File: src/sv/krt_pkg.sv
// ----------------------------------------------------------------------------
// krt_pkg
// Shared types, widths, codes and helpers for the keyed record table.
// ----------------------------------------------------------------------------
package krt_pkg;

   // Default table capacity
   localparam int KRT_ENTRIES = 16;

   // Field widths
   localparam int KIND_W      = 2;
   localparam int STATUS_W    = 2;
   localparam int KEY_LOW_W   = 64;
   localparam int KEY_HIGH_W  = 16;
   localparam int VALUE_W     = 32;
   localparam int KEY_BYTES   = (KEY_LOW_W + KEY_HIGH_W) / 8;

   // Request kinds
   typedef enum logic [KIND_W-1:0] {
      KIND_INSERT = 2'd0,
      KIND_LOOKUP = 2'd1,
      KIND_REMOVE = 2'd2,
      KIND_UPDATE = 2'd3
   } kind_type;

   // Result status codes
   typedef enum logic [STATUS_W-1:0] {
      ST_OK        = 2'd0,
      ST_NOT_FOUND = 2'd1,
      ST_DUPLICATE = 2'd2,
      ST_FULL      = 2'd3
   } status_type;

   // Name key, zero padded after the terminator
   typedef struct packed {
      logic [KEY_HIGH_W-1:0] key_high;
      logic [KEY_LOW_W-1:0]  key_low;
   } key_type;

   // One table slot as stored in memory
   typedef struct packed {
      logic                valid;
      key_type             key;
      logic [VALUE_W-1:0]  value;
   } entry_type;

   // Commands from the controller to the datapath
   typedef struct packed {
      logic load_req;   // capture a new request word
      logic clear_wr;   // write an empty slot at the sweep address
      logic scan_rd;    // read the slot at the scan address
      logic cmp_en;     // compare the slot read in the previous cycle
      logic finish;     // apply the table write and load the result
   } krt_cmd_type;

   // Clear every byte that follows the first zero byte of the name
   function automatic key_type trim_key(input logic [KEY_LOW_W-1:0]  lo,
                                        input logic [KEY_HIGH_W-1:0] hi);
      logic [KEY_LOW_W+KEY_HIGH_W-1:0] w;
      logic                            ended;
      key_type                         k;
      w     = {hi, lo};
      ended = 1'b0;
      for (int i = 0; i < KEY_BYTES; i++) begin
         if (ended) begin
            w[8*i +: 8] = 8'h00;
         end else if (w[8*i +: 8] == 8'h00) begin
            ended = 1'b1;
         end
      end
      k.key_low  = w[KEY_LOW_W-1:0];
      k.key_high = w[KEY_LOW_W+KEY_HIGH_W-1:KEY_LOW_W];
      return k;
   endfunction

endpackage

File: src/sv/krt_ifs.sv
// ----------------------------------------------------------------------------
// krt_req_if / krt_rsp_if
// Valid/ready channels for request words and result words.
// ----------------------------------------------------------------------------
interface krt_req_if;
   import krt_pkg::*;

   logic                         valid;
   logic                         ready;
   logic [KIND_W-1:0]            kind;
   logic [KEY_LOW_W-1:0]         key_low;
   logic [KEY_HIGH_W-1:0]        key_high;
   logic signed [VALUE_W-1:0]    value_in;

   modport source (output valid, kind, key_low, key_high, value_in, input ready);
   modport sink   (input valid, kind, key_low, key_high, value_in, output ready);
endinterface

interface krt_rsp_if;
   import krt_pkg::*;

   logic                         valid;
   logic                         ready;
   logic [STATUS_W-1:0]          status;
   logic signed [VALUE_W-1:0]    value_out;

   modport source (output valid, status, value_out, input ready);
   modport sink   (input valid, status, value_out, output ready);
endinterface

File: src/sv/krt_ctrl.sv
// ----------------------------------------------------------------------------
// krt_ctrl
// Sequencer: clearing sweep after reset, slot scan per request, result
// hand-off into the output register.
// ----------------------------------------------------------------------------
module krt_ctrl #(
   parameter int  ENTRIES = krt_pkg::KRT_ENTRIES,
   localparam int AW      = $clog2(ENTRIES)
) (
   input  logic                 clock,
   input  logic                 reset,
   input  logic                 req_valid,
   output logic                 req_ready,
   output logic                 rsp_valid,
   input  logic                 rsp_ready,
   output krt_pkg::krt_cmd_type cmd,
   output logic [AW-1:0]        addr
);
   import krt_pkg::*;

   localparam logic [AW-1:0] LAST = AW'(ENTRIES - 1);

   typedef enum logic [2:0] {
      S_CLEAR,
      S_IDLE,
      S_SCAN,
      S_TAIL,
      S_FINISH
   } state_type;

   state_type     state_ff, state_in;
   logic [AW-1:0] cnt_ff, cnt_in;
   logic          rsp_valid_ff, rsp_valid_in;

   // Next state and commands
   always_comb begin
      state_in     = state_ff;
      cnt_in       = cnt_ff;
      rsp_valid_in = rsp_valid_ff;
      cmd          = '0;
      addr         = cnt_ff;
      // drop the result once taken
      if (rsp_valid_ff && rsp_ready) begin
         rsp_valid_in = 1'b0;
      end
      case (state_ff)
         S_CLEAR: begin
            cmd.clear_wr = 1'b1;
            if (cnt_ff == LAST) begin
               cnt_in   = '0;
               state_in = S_IDLE;
            end else begin
               cnt_in = AW'(cnt_ff + 1'b1);
            end
         end
         S_IDLE: begin
            if (req_valid) begin
               cmd.load_req = 1'b1;
               cnt_in       = '0;
               state_in     = S_SCAN;
            end
         end
         S_SCAN: begin
            cmd.scan_rd = 1'b1;
            cmd.cmp_en  = (cnt_ff != '0);
            if (cnt_ff == LAST) begin
               cnt_in   = '0;
               state_in = S_TAIL;
            end else begin
               cnt_in = AW'(cnt_ff + 1'b1);
            end
         end
         S_TAIL: begin
            cmd.cmp_en = 1'b1;
            state_in   = S_FINISH;
         end
         S_FINISH: begin
            // hold until the output register is free
            if (!rsp_valid_ff || rsp_ready) begin
               cmd.finish   = 1'b1;
               rsp_valid_in = 1'b1;
               state_in     = S_IDLE;
            end
         end
         default: begin
            state_in = S_CLEAR;
         end
      endcase
   end

   // State and registered outputs
   always_ff @(posedge clock) begin
      if (reset) begin
         state_ff     <= S_CLEAR;
         cnt_ff       <= '0;
         rsp_valid_ff <= 1'b0;
      end else begin
         state_ff     <= state_in;
         cnt_ff       <= cnt_in;
         rsp_valid_ff <= rsp_valid_in;
      end
   end

   assign req_ready = (state_ff == S_IDLE);
   assign rsp_valid = rsp_valid_ff;

   // An accepted word starts a scan at the first slot
   a_accept_scan: assert property (@(posedge clock) disable iff (reset)
      (req_valid && req_ready) |=> (state_ff == S_SCAN && cnt_ff == '0))
      else $error("scan did not start after accept");

   // A result appears only after a finish step
   a_rsp_from_finish: assert property (@(posedge clock) disable iff (reset)
      $rose(rsp_valid_ff) |-> $past(cmd.finish))
      else $error("result without finish");

   // Finish only follows the tail compare or a stalled finish
   a_finish_order: assert property (@(posedge clock) disable iff (reset)
      cmd.finish |-> ($past(state_ff) == S_TAIL || $past(state_ff) == S_FINISH))
      else $error("finish without complete scan");

endmodule

File: src/sv/krt_dp.sv
// ----------------------------------------------------------------------------
// krt_dp
// Datapath: slot memory, request word, key compare, hit and free-slot
// tracking, table write and result register.
// ----------------------------------------------------------------------------
module krt_dp #(
   parameter int  ENTRIES = krt_pkg::KRT_ENTRIES,
   localparam int AW      = $clog2(ENTRIES)
) (
   input  logic                                clock,
   input  logic                                reset,
   input  krt_pkg::krt_cmd_type                cmd,
   input  logic [AW-1:0]                       addr,
   input  logic [krt_pkg::KIND_W-1:0]          req_kind,
   input  logic [krt_pkg::KEY_LOW_W-1:0]       req_key_low,
   input  logic [krt_pkg::KEY_HIGH_W-1:0]      req_key_high,
   input  logic signed [krt_pkg::VALUE_W-1:0]  req_value_in,
   output logic [krt_pkg::STATUS_W-1:0]        rsp_status,
   output logic signed [krt_pkg::VALUE_W-1:0]  rsp_value_out
);
   import krt_pkg::*;

   // Slot memory
   entry_type          entry_mem_ff [ENTRIES];
   entry_type          rd_data_ff;
   logic [AW-1:0]      rd_addr_ff;

   // Request word
   kind_type           kind_ff;
   key_type            key_ff;
   logic [VALUE_W-1:0] val_ff;

   // Scan results
   logic               hit_ff;
   logic [AW-1:0]      hit_idx_ff;
   logic [VALUE_W-1:0] hit_val_ff;
   logic               free_ff;
   logic [AW-1:0]      free_idx_ff;

   // Result register
   status_type         status_ff;
   logic [VALUE_W-1:0] value_out_ff;

   logic               match;
   logic               wr_en;
   logic [AW-1:0]      wr_addr;
   entry_type          wr_data;
   status_type         status_in;
   logic [VALUE_W-1:0] value_out_in;
   logic               act_wr;
   logic [AW-1:0]      act_addr;
   entry_type          act_data;

   assign match = rd_data_ff.valid && (rd_data_ff.key == key_ff);

   // Decide the table write and the result for the scanned request
   always_comb begin
      status_in    = ST_OK;
      value_out_in = '0;
      act_wr       = 1'b0;
      act_addr     = hit_idx_ff;
      act_data.valid = 1'b1;
      act_data.key   = key_ff;
      act_data.value = val_ff;
      case (kind_ff)
         KIND_INSERT: begin
            if (hit_ff) begin
               status_in = ST_DUPLICATE;
            end else if (!free_ff) begin
               status_in = ST_FULL;
            end else begin
               act_wr   = 1'b1;
               act_addr = free_idx_ff;
            end
         end
         KIND_LOOKUP: begin
            if (hit_ff) begin
               value_out_in = hit_val_ff;
            end else begin
               status_in = ST_NOT_FOUND;
            end
         end
         KIND_REMOVE: begin
            if (hit_ff) begin
               act_wr         = 1'b1;
               act_data.valid = 1'b0;
            end else begin
               status_in = ST_NOT_FOUND;
            end
         end
         KIND_UPDATE: begin
            if (hit_ff) begin
               act_wr = 1'b1;
            end else begin
               status_in = ST_NOT_FOUND;
            end
         end
         default: begin
            status_in = ST_NOT_FOUND;
         end
      endcase
   end

   // Select between the clearing sweep and the request write
   always_comb begin
      wr_en   = cmd.clear_wr || (cmd.finish && act_wr);
      wr_addr = cmd.clear_wr ? addr : act_addr;
      wr_data = cmd.clear_wr ? entry_type'('0) : act_data;
   end

   // Write and read the slot memory
   always_ff @(posedge clock) begin
      if (wr_en) begin
         entry_mem_ff[wr_addr] <= wr_data;
      end
      if (cmd.scan_rd) begin
         rd_data_ff <= entry_mem_ff[addr];
         rd_addr_ff <= addr;
      end
   end

   // Capture the request and track the scan
   always_ff @(posedge clock) begin
      if (cmd.load_req) begin
         kind_ff <= kind_type'(req_kind);
         key_ff  <= trim_key(req_key_low, req_key_high);
         val_ff  <= req_value_in;
         hit_ff  <= 1'b0;
         free_ff <= 1'b0;
      end else if (cmd.cmp_en) begin
         if (match && !hit_ff) begin
            hit_ff     <= 1'b1;
            hit_idx_ff <= rd_addr_ff;
            hit_val_ff <= rd_data_ff.value;
         end
         if (!rd_data_ff.valid && !free_ff) begin
            free_ff     <= 1'b1;
            free_idx_ff <= rd_addr_ff;
         end
      end
   end

   // Load the result word
   always_ff @(posedge clock) begin
      if (cmd.finish) begin
         status_ff    <= status_in;
         value_out_ff <= value_out_in;
      end
   end

   assign rsp_status    = status_ff;
   assign rsp_value_out = $signed(value_out_ff);

   // A duplicate insert leaves the table unchanged
   a_dup_no_write: assert property (@(posedge clock) disable iff (reset)
      (cmd.finish && kind_ff == KIND_INSERT && hit_ff) |-> !wr_en)
      else $error("duplicate insert wrote the table");

endmodule

File: src/sv/keyed_record_table.sv
// ----------------------------------------------------------------------------
// keyed_record_table
// Fixed-capacity table from a 10-byte name to a signed 32-bit number, with
// insert, lookup, remove and update requests and one result per request.
// ----------------------------------------------------------------------------
//  channel | direction | fields                                  | handshake
//  req     | in        | kind, key_low, key_high, value_in       | valid/ready
//  rsp     | out       | status, value_out                       | valid/ready
//
//  Each request runs from accept to the next accept through the accept
//  step, one memory read per slot in a linear scan, one compare tail and
//  one write or answer step, set by the single read port of the memory.
//  After reset a clearing sweep over every slot empties the table with
//  req.ready low. A waiting result does not block the next accept, but a
//  finished scan holds while the previous result is still not taken.
// ----------------------------------------------------------------------------
module keyed_record_table #(
   parameter int ENTRIES = krt_pkg::KRT_ENTRIES
) (
   input logic       clock,
   input logic       reset,
   krt_req_if.sink   req,
   krt_rsp_if.source rsp
);
   import krt_pkg::*;

   localparam int AW = $clog2(ENTRIES);

   krt_cmd_type   cmd;
   logic [AW-1:0] addr;

   krt_ctrl #(
      .ENTRIES (ENTRIES)
   ) u_ctrl (
      .clock     (clock),
      .reset     (reset),
      .req_valid (req.valid),
      .req_ready (req.ready),
      .rsp_valid (rsp.valid),
      .rsp_ready (rsp.ready),
      .cmd       (cmd),
      .addr      (addr)
   );

   krt_dp #(
      .ENTRIES (ENTRIES)
   ) u_dp (
      .clock         (clock),
      .reset         (reset),
      .cmd           (cmd),
      .addr          (addr),
      .req_kind      (req.kind),
      .req_key_low   (req.key_low),
      .req_key_high  (req.key_high),
      .req_value_in  (req.value_in),
      .rsp_status    (rsp.status),
      .rsp_value_out (rsp.value_out)
   );

endmodule
File: src/flat_wrapper.sv
// flat-port wrapper written by rule: the top's interface ports become plain ports
module keyed_record_table_flat import krt_pkg::*;
#(
   parameter int ENTRIES = krt_pkg::KRT_ENTRIES
)
  (clock, reset, req_valid, req_kind, req_key_low, req_key_high, req_value_in, req_ready, rsp_valid, rsp_status, rsp_value_out, rsp_ready);
  krt_req_if req_i ();
  krt_rsp_if rsp_i ();
  input logic clock;
  input logic reset;
  input wire logic [$bits(req_i.valid)-1:0] req_valid;
  input wire logic [$bits(req_i.kind)-1:0] req_kind;
  input wire logic [$bits(req_i.key_low)-1:0] req_key_low;
  input wire logic [$bits(req_i.key_high)-1:0] req_key_high;
  input wire logic [$bits(req_i.value_in)-1:0] req_value_in;
  output wire logic [$bits(req_i.ready)-1:0] req_ready;
  output wire logic [$bits(rsp_i.valid)-1:0] rsp_valid;
  output wire logic [$bits(rsp_i.status)-1:0] rsp_status;
  output wire logic [$bits(rsp_i.value_out)-1:0] rsp_value_out;
  input wire logic [$bits(rsp_i.ready)-1:0] rsp_ready;
  assign req_i.valid = req_valid;
  assign req_i.kind = req_kind;
  assign req_i.key_low = req_key_low;
  assign req_i.key_high = req_key_high;
  assign req_i.value_in = req_value_in;
  assign req_ready = req_i.ready;
  assign rsp_valid = rsp_i.valid;
  assign rsp_status = rsp_i.status;
  assign rsp_value_out = rsp_i.value_out;
  assign rsp_i.ready = rsp_ready;
  keyed_record_table #(.ENTRIES(ENTRIES)) u_core (.clock(clock), .reset(reset), .req(req_i), .rsp(rsp_i));
endmodule
File: config.mk
export PLATFORM = sky130hd
export DESIGN_NAME = keyed_record_table_flat
export DESIGN_NICKNAME = d
export VERILOG_FILES = /design/src/sv/krt_pkg.sv /design/src/sv/krt_ifs.sv /design/src/sv/krt_ctrl.sv /design/src/sv/krt_dp.sv /design/src/sv/keyed_record_table.sv /design/src/flat_wrapper.sv
export SDC_FILE = /design/constraint.sdc
export NUM_CORES = 2
export LEC_CHECK = 0
export BUFFER_PORTS_ARGS = -buffer_cell sky130_fd_sc_hd__buf_4
export CORE_MARGIN = 2
export CORE_UTILIZATION = 30
export DETAILED_ROUTE_END_ITERATION = 12
export MAX_ROUTING_LAYER = met4
export PLACE_DENSITY = 0.48
export SYNTH_ARGS = -nofsm -noshare
export SYNTH_HDL_FRONTEND = slang
export SYNTH_SLANG_ARGS = --single-unit
File: constraint.sdc
create_clock -name clock -period 15 [get_ports clock]
set_input_delay 2.25 -clock clock [delete_from_list [all_inputs] [get_ports clock]]
set_output_delay 2.25 -clock clock [all_outputs]
set_load 0.01 [all_outputs]
==> impl_metrics.ini <==
[cts]
clockBufferDepth = 3
clockRootBuffer = clkbuf_16
path_clk_slew_ns = 0.06
hold_buffers = 0
cts_buffers = 219
cts_num_sinks = 2123
cts-htree-levels = 4
cts_resized = 0
cts_setup_buffers = 0
insertion_delay_ns = 0.87
cts_tree = yes

[synthesis]
syn_nets = 3444
synth-async-reset-ratio = 0
synth_top_area_share = 0.7882
dominantRegCellSynth = edfxtp_1
ys_types = 47
synthesis.area_um2 = 80500
synthCells = 3324
avgSynthCellArea_um2 = 24.22
ys_ff_latch = 2123
yosys-top-cells-area = edfxtp_1 79%, mux4_2 15%, and2_1 1.5%
synthTopCellsByCount = 2113 x edfxtp_1, 545 x mux4_2, 187 x and2_1
yosysMostFrequentCell = edfxtp_1
yosys.area.top_type = edfxtp_1
synth-seq-area-share = 0.7907
synth-edff-count = 2113
yosys_warnings = 0

[floorplan]
die-area_um2 = 272500
core_um2 = 267400
io_pins = 154
row_count = 190
die_width_um = 522.0
die_h_um = 522.0
start_util = 0.3010

[timing]
finalCritPeriodShare = 0.3511
skew_ns = 0.04296
setup_viol = 0
finalHoldViolCount = 0
rsz0062_at_grt = no
fin_setup_tns_ns = 0
worstMarginPinSlew_ns = 1.244
post-route-min-period_ns = 5.266
slew_headroom = 0.1646
slew_violations = 0
fmax_ghz = 0.1899

[route]
first_iter_violations = 3391
dr.pass1.iters = 5
wirelength_um = 205300
wl_per_cell_um = 27.89
vias_per_cell = 4.830
antenna_left = 0
drc_errors = 0
num_vias = 35540

[power]
p_seq_frac = 0.526
p_sw_mw = 2.656
internal_power_mw = 9.875
power_leakage_nw = 27.36
max-vdd-ir-drop_uv = 110.3
pwr-share-clk = 0.431
power_density_nw_per_um2 = 134.6
switching_share = 0.2119
p_comb_frac = 0.043

[worst_setup_path]
start_kind = input port
cp-end-kind = flop
crit_slowest_cell = buf_4
path_delay_family = buffers and inverters
path_buf_inv = 4
criticalPathCategory = input port to flop
critPathArrivalTime_ns = 5.72
path_max_fanout = 47
required_ns = 15.45
cp_common_cell = buf_4
critical-path-max-stage-delay_ns = 0.86
path_cells = buf_4, nand2b_1, o2111ai_1, o22ai_1, nand2_1, nor2_4, buf_4, buf_4, buf_4

[finish]
layout-drive-gt1-share = 0.2892
stdcell_area_um2 = 93070
fin_nets = 3730
syn2layout_area_growth_pct = 15.62

[grt]
grt-ovfl-total = 0
antenna_found_initial = 18
grt_pass1_vias = 37590
grt_max_degree = 114
grt_first_pass_wirelength_um = 289600
track_usage = 0.1540

[status]
status = completed

[worst_hold_path]
hold_path.class = flop to flop

[place]
dp_hpwl_um = 109600
place_area_um2 = 85920
gp_congestion = 0.7239
port_buffers = 153

[job]
cap_violations = 0
-- worst paths after layout --
| kind | depth (start not counted) | to | start | slack (ns) |
|---|---|---|---|---|
| setup / recovery | 9 | u_core.u_dp.entry_mem_ff[2][68]$_DFFE_PP_ | rsp_ready | 9.73 |
| hold / removal | 0 | u_core.u_dp.hit_val_ff[24]$_DFFE_PP_ | u_core.u_dp.rd_data_ff[24]$_DFFE_PP_ | 0.41 |
| setup reg to reg | 6 | u_core.u_dp.rd_data_ff[102]$_DFFE_PP_ | u_core.u_ctrl.addr[1]$_SDFFE_PP0P_ | 9.79 |
| hold reg to reg | 0 | u_core.u_dp.hit_val_ff[24]$_DFFE_PP_ | u_core.u_dp.rd_data_ff[24]$_DFFE_PP_ | 0.41 |
-- worst register-to-register path: cells and delay by family (launching register included) --
kind	cells	cell delay (ns)
buffers and inverters	4	3.14
multiplexers	2	0.93
flip-flops	1	0.84
-- power groups by stage --
stage               clock network [mW]  registers [mW]  logic, mW
finish                            5.40            6.59      0.542
global placement                     0            6.71      0.562
global route                      5.77            6.59      0.581
detailed placement                   0            6.72      0.563
floorplan                            0            6.72      0.385
CTS                               5.54            6.59      0.564
-- layer usage --
metal,track usage,routed length [µm],vias to the layer above
met1,0.2081,92660,19700
li1,-,-,14770
met5,-,0,-
met3,0.02209,8072,256
met2,0.2479,100900,809
met4,0.03239,3657,0
-- flip-flops by register name, indices dropped and copies added, names as in the netlist --
| name | count |
|---|---|
| u_core.u_dp.act_data | 80 |
| u_core.u_dp.hit_val_ff | 32 |
| u_core.u_dp.free_ff | 1 |
| u_core.u_dp.val_ff | 32 |
| u_core.u_dp.rsp_value_out | 32 |
| u_core.u_dp.rd_addr_ff | 4 |
| u_core.u_ctrl.state_ff | 3 |
| u_core.u_dp.kind_ff | 2 |
| u_core.u_ctrl.addr | 4 |
| u_core.u_dp.hit_ff | 1 |
| u_core.u_dp.rd_data_ff | 113 |
| u_core.u_ctrl.rsp_valid | 1 |
| u_core.u_dp.entry_mem_ff | 1808 |
| u_core.u_dp.free_idx_ff | 4 |
| u_core.u_dp.rsp_status | 2 |
| u_core.u_dp.hit_idx_ff | 4 |
-- kinds of logic after synthesis --
kind of cell    synth area share
flops                     0.7907
mux                       0.1598
simple gates             0.02613
buf+inv                  0.01292
xor+xnor                0.006419
compound gates          0.003761
fa+ha+maj              0.0003108
-- cell type report --
class / count / area (µm²)
Sequential cell: 2123 / 63660
Clock buffer: 268 / 5728
Antenna cell: 3 / 7.507
Tap cell: 3552 / 4444
Inverter: 21 / 91.34
Timing Repair Buffer: 215 / 1777
Fill cell: 24610 / 174400
Multi-Input combinational cell: 1030 / 15970
Clock inverter: 146 / 1391
-- per-stage QoR --
| stage | utilization | total power [mW] | hold slack, ns | instances | worst slack, ns |
|---|---|---|---|---|---|
| after detailed placement | 0.3213 | 7.278 | 0.4045 | 6940 | 8.781 |
| after floorplan | - | 7.102 | 0.4003 | 3324 | 6.885 |
| final | 0.3480 | 12.53 | 0.4119 | 7358 | 9.734 |
| after global routing | 0.3480 | 12.94 | 0.4147 | 7357 | 9.537 |
| after global placement | 0.3213 | 7.273 | 0.4066 | 6940 | 8.807 |
| after CTS | 0.3479 | 12.69 | 0.4103 | 7354 | 9.673 |
-- placed cells by master (no fill, tap or decap), drive strengths merged, types with 2 or more instances in the layout --
| cell | Yosys | final |
|---|---|---|
| and3 | 25 | 25 |
| dfxtp | 10 | 10 |
| nor2b | 20 | 20 |
| clkbuf | 73 | 268 |
| o2111ai | 2 | 2 |
| a21o | 3 | 3 |
| nor3 | 7 | 7 |
| diode | 0 | 3 |
| nand4 | 12 | 12 |
| a21oi | 7 | 7 |
| mux2i | 5 | 5 |
| nand3 | 5 | 5 |
| xnor2 | 43 | 43 |
| o22ai | 6 | 6 |
| and2 | 188 | 188 |
| o221ai | 2 | 2 |
| ha | 2 | 2 |
| nand2 | 20 | 20 |
| or4 | 7 | 7 |
| edfxtp | 2113 | 2113 |
| inv | 21 | 29 |
| xor2 | 16 | 16 |
| nand2b | 6 | 6 |
| clkinv | 0 | 109 |
| clkinvlp | 0 | 9 |
| a31oi | 4 | 4 |
| buf | 77 | 215 |
| nor4 | 23 | 23 |
| bufinv | 0 | 20 |
| nor3b | 3 | 3 |
| nor2 | 36 | 36 |
| a2111o | 6 | 6 |
| mux4 | 565 | 565 |
| o21ai | 5 | 5 |
| o21a | 3 | 3 |
Power figures use the tool's default switching activity.
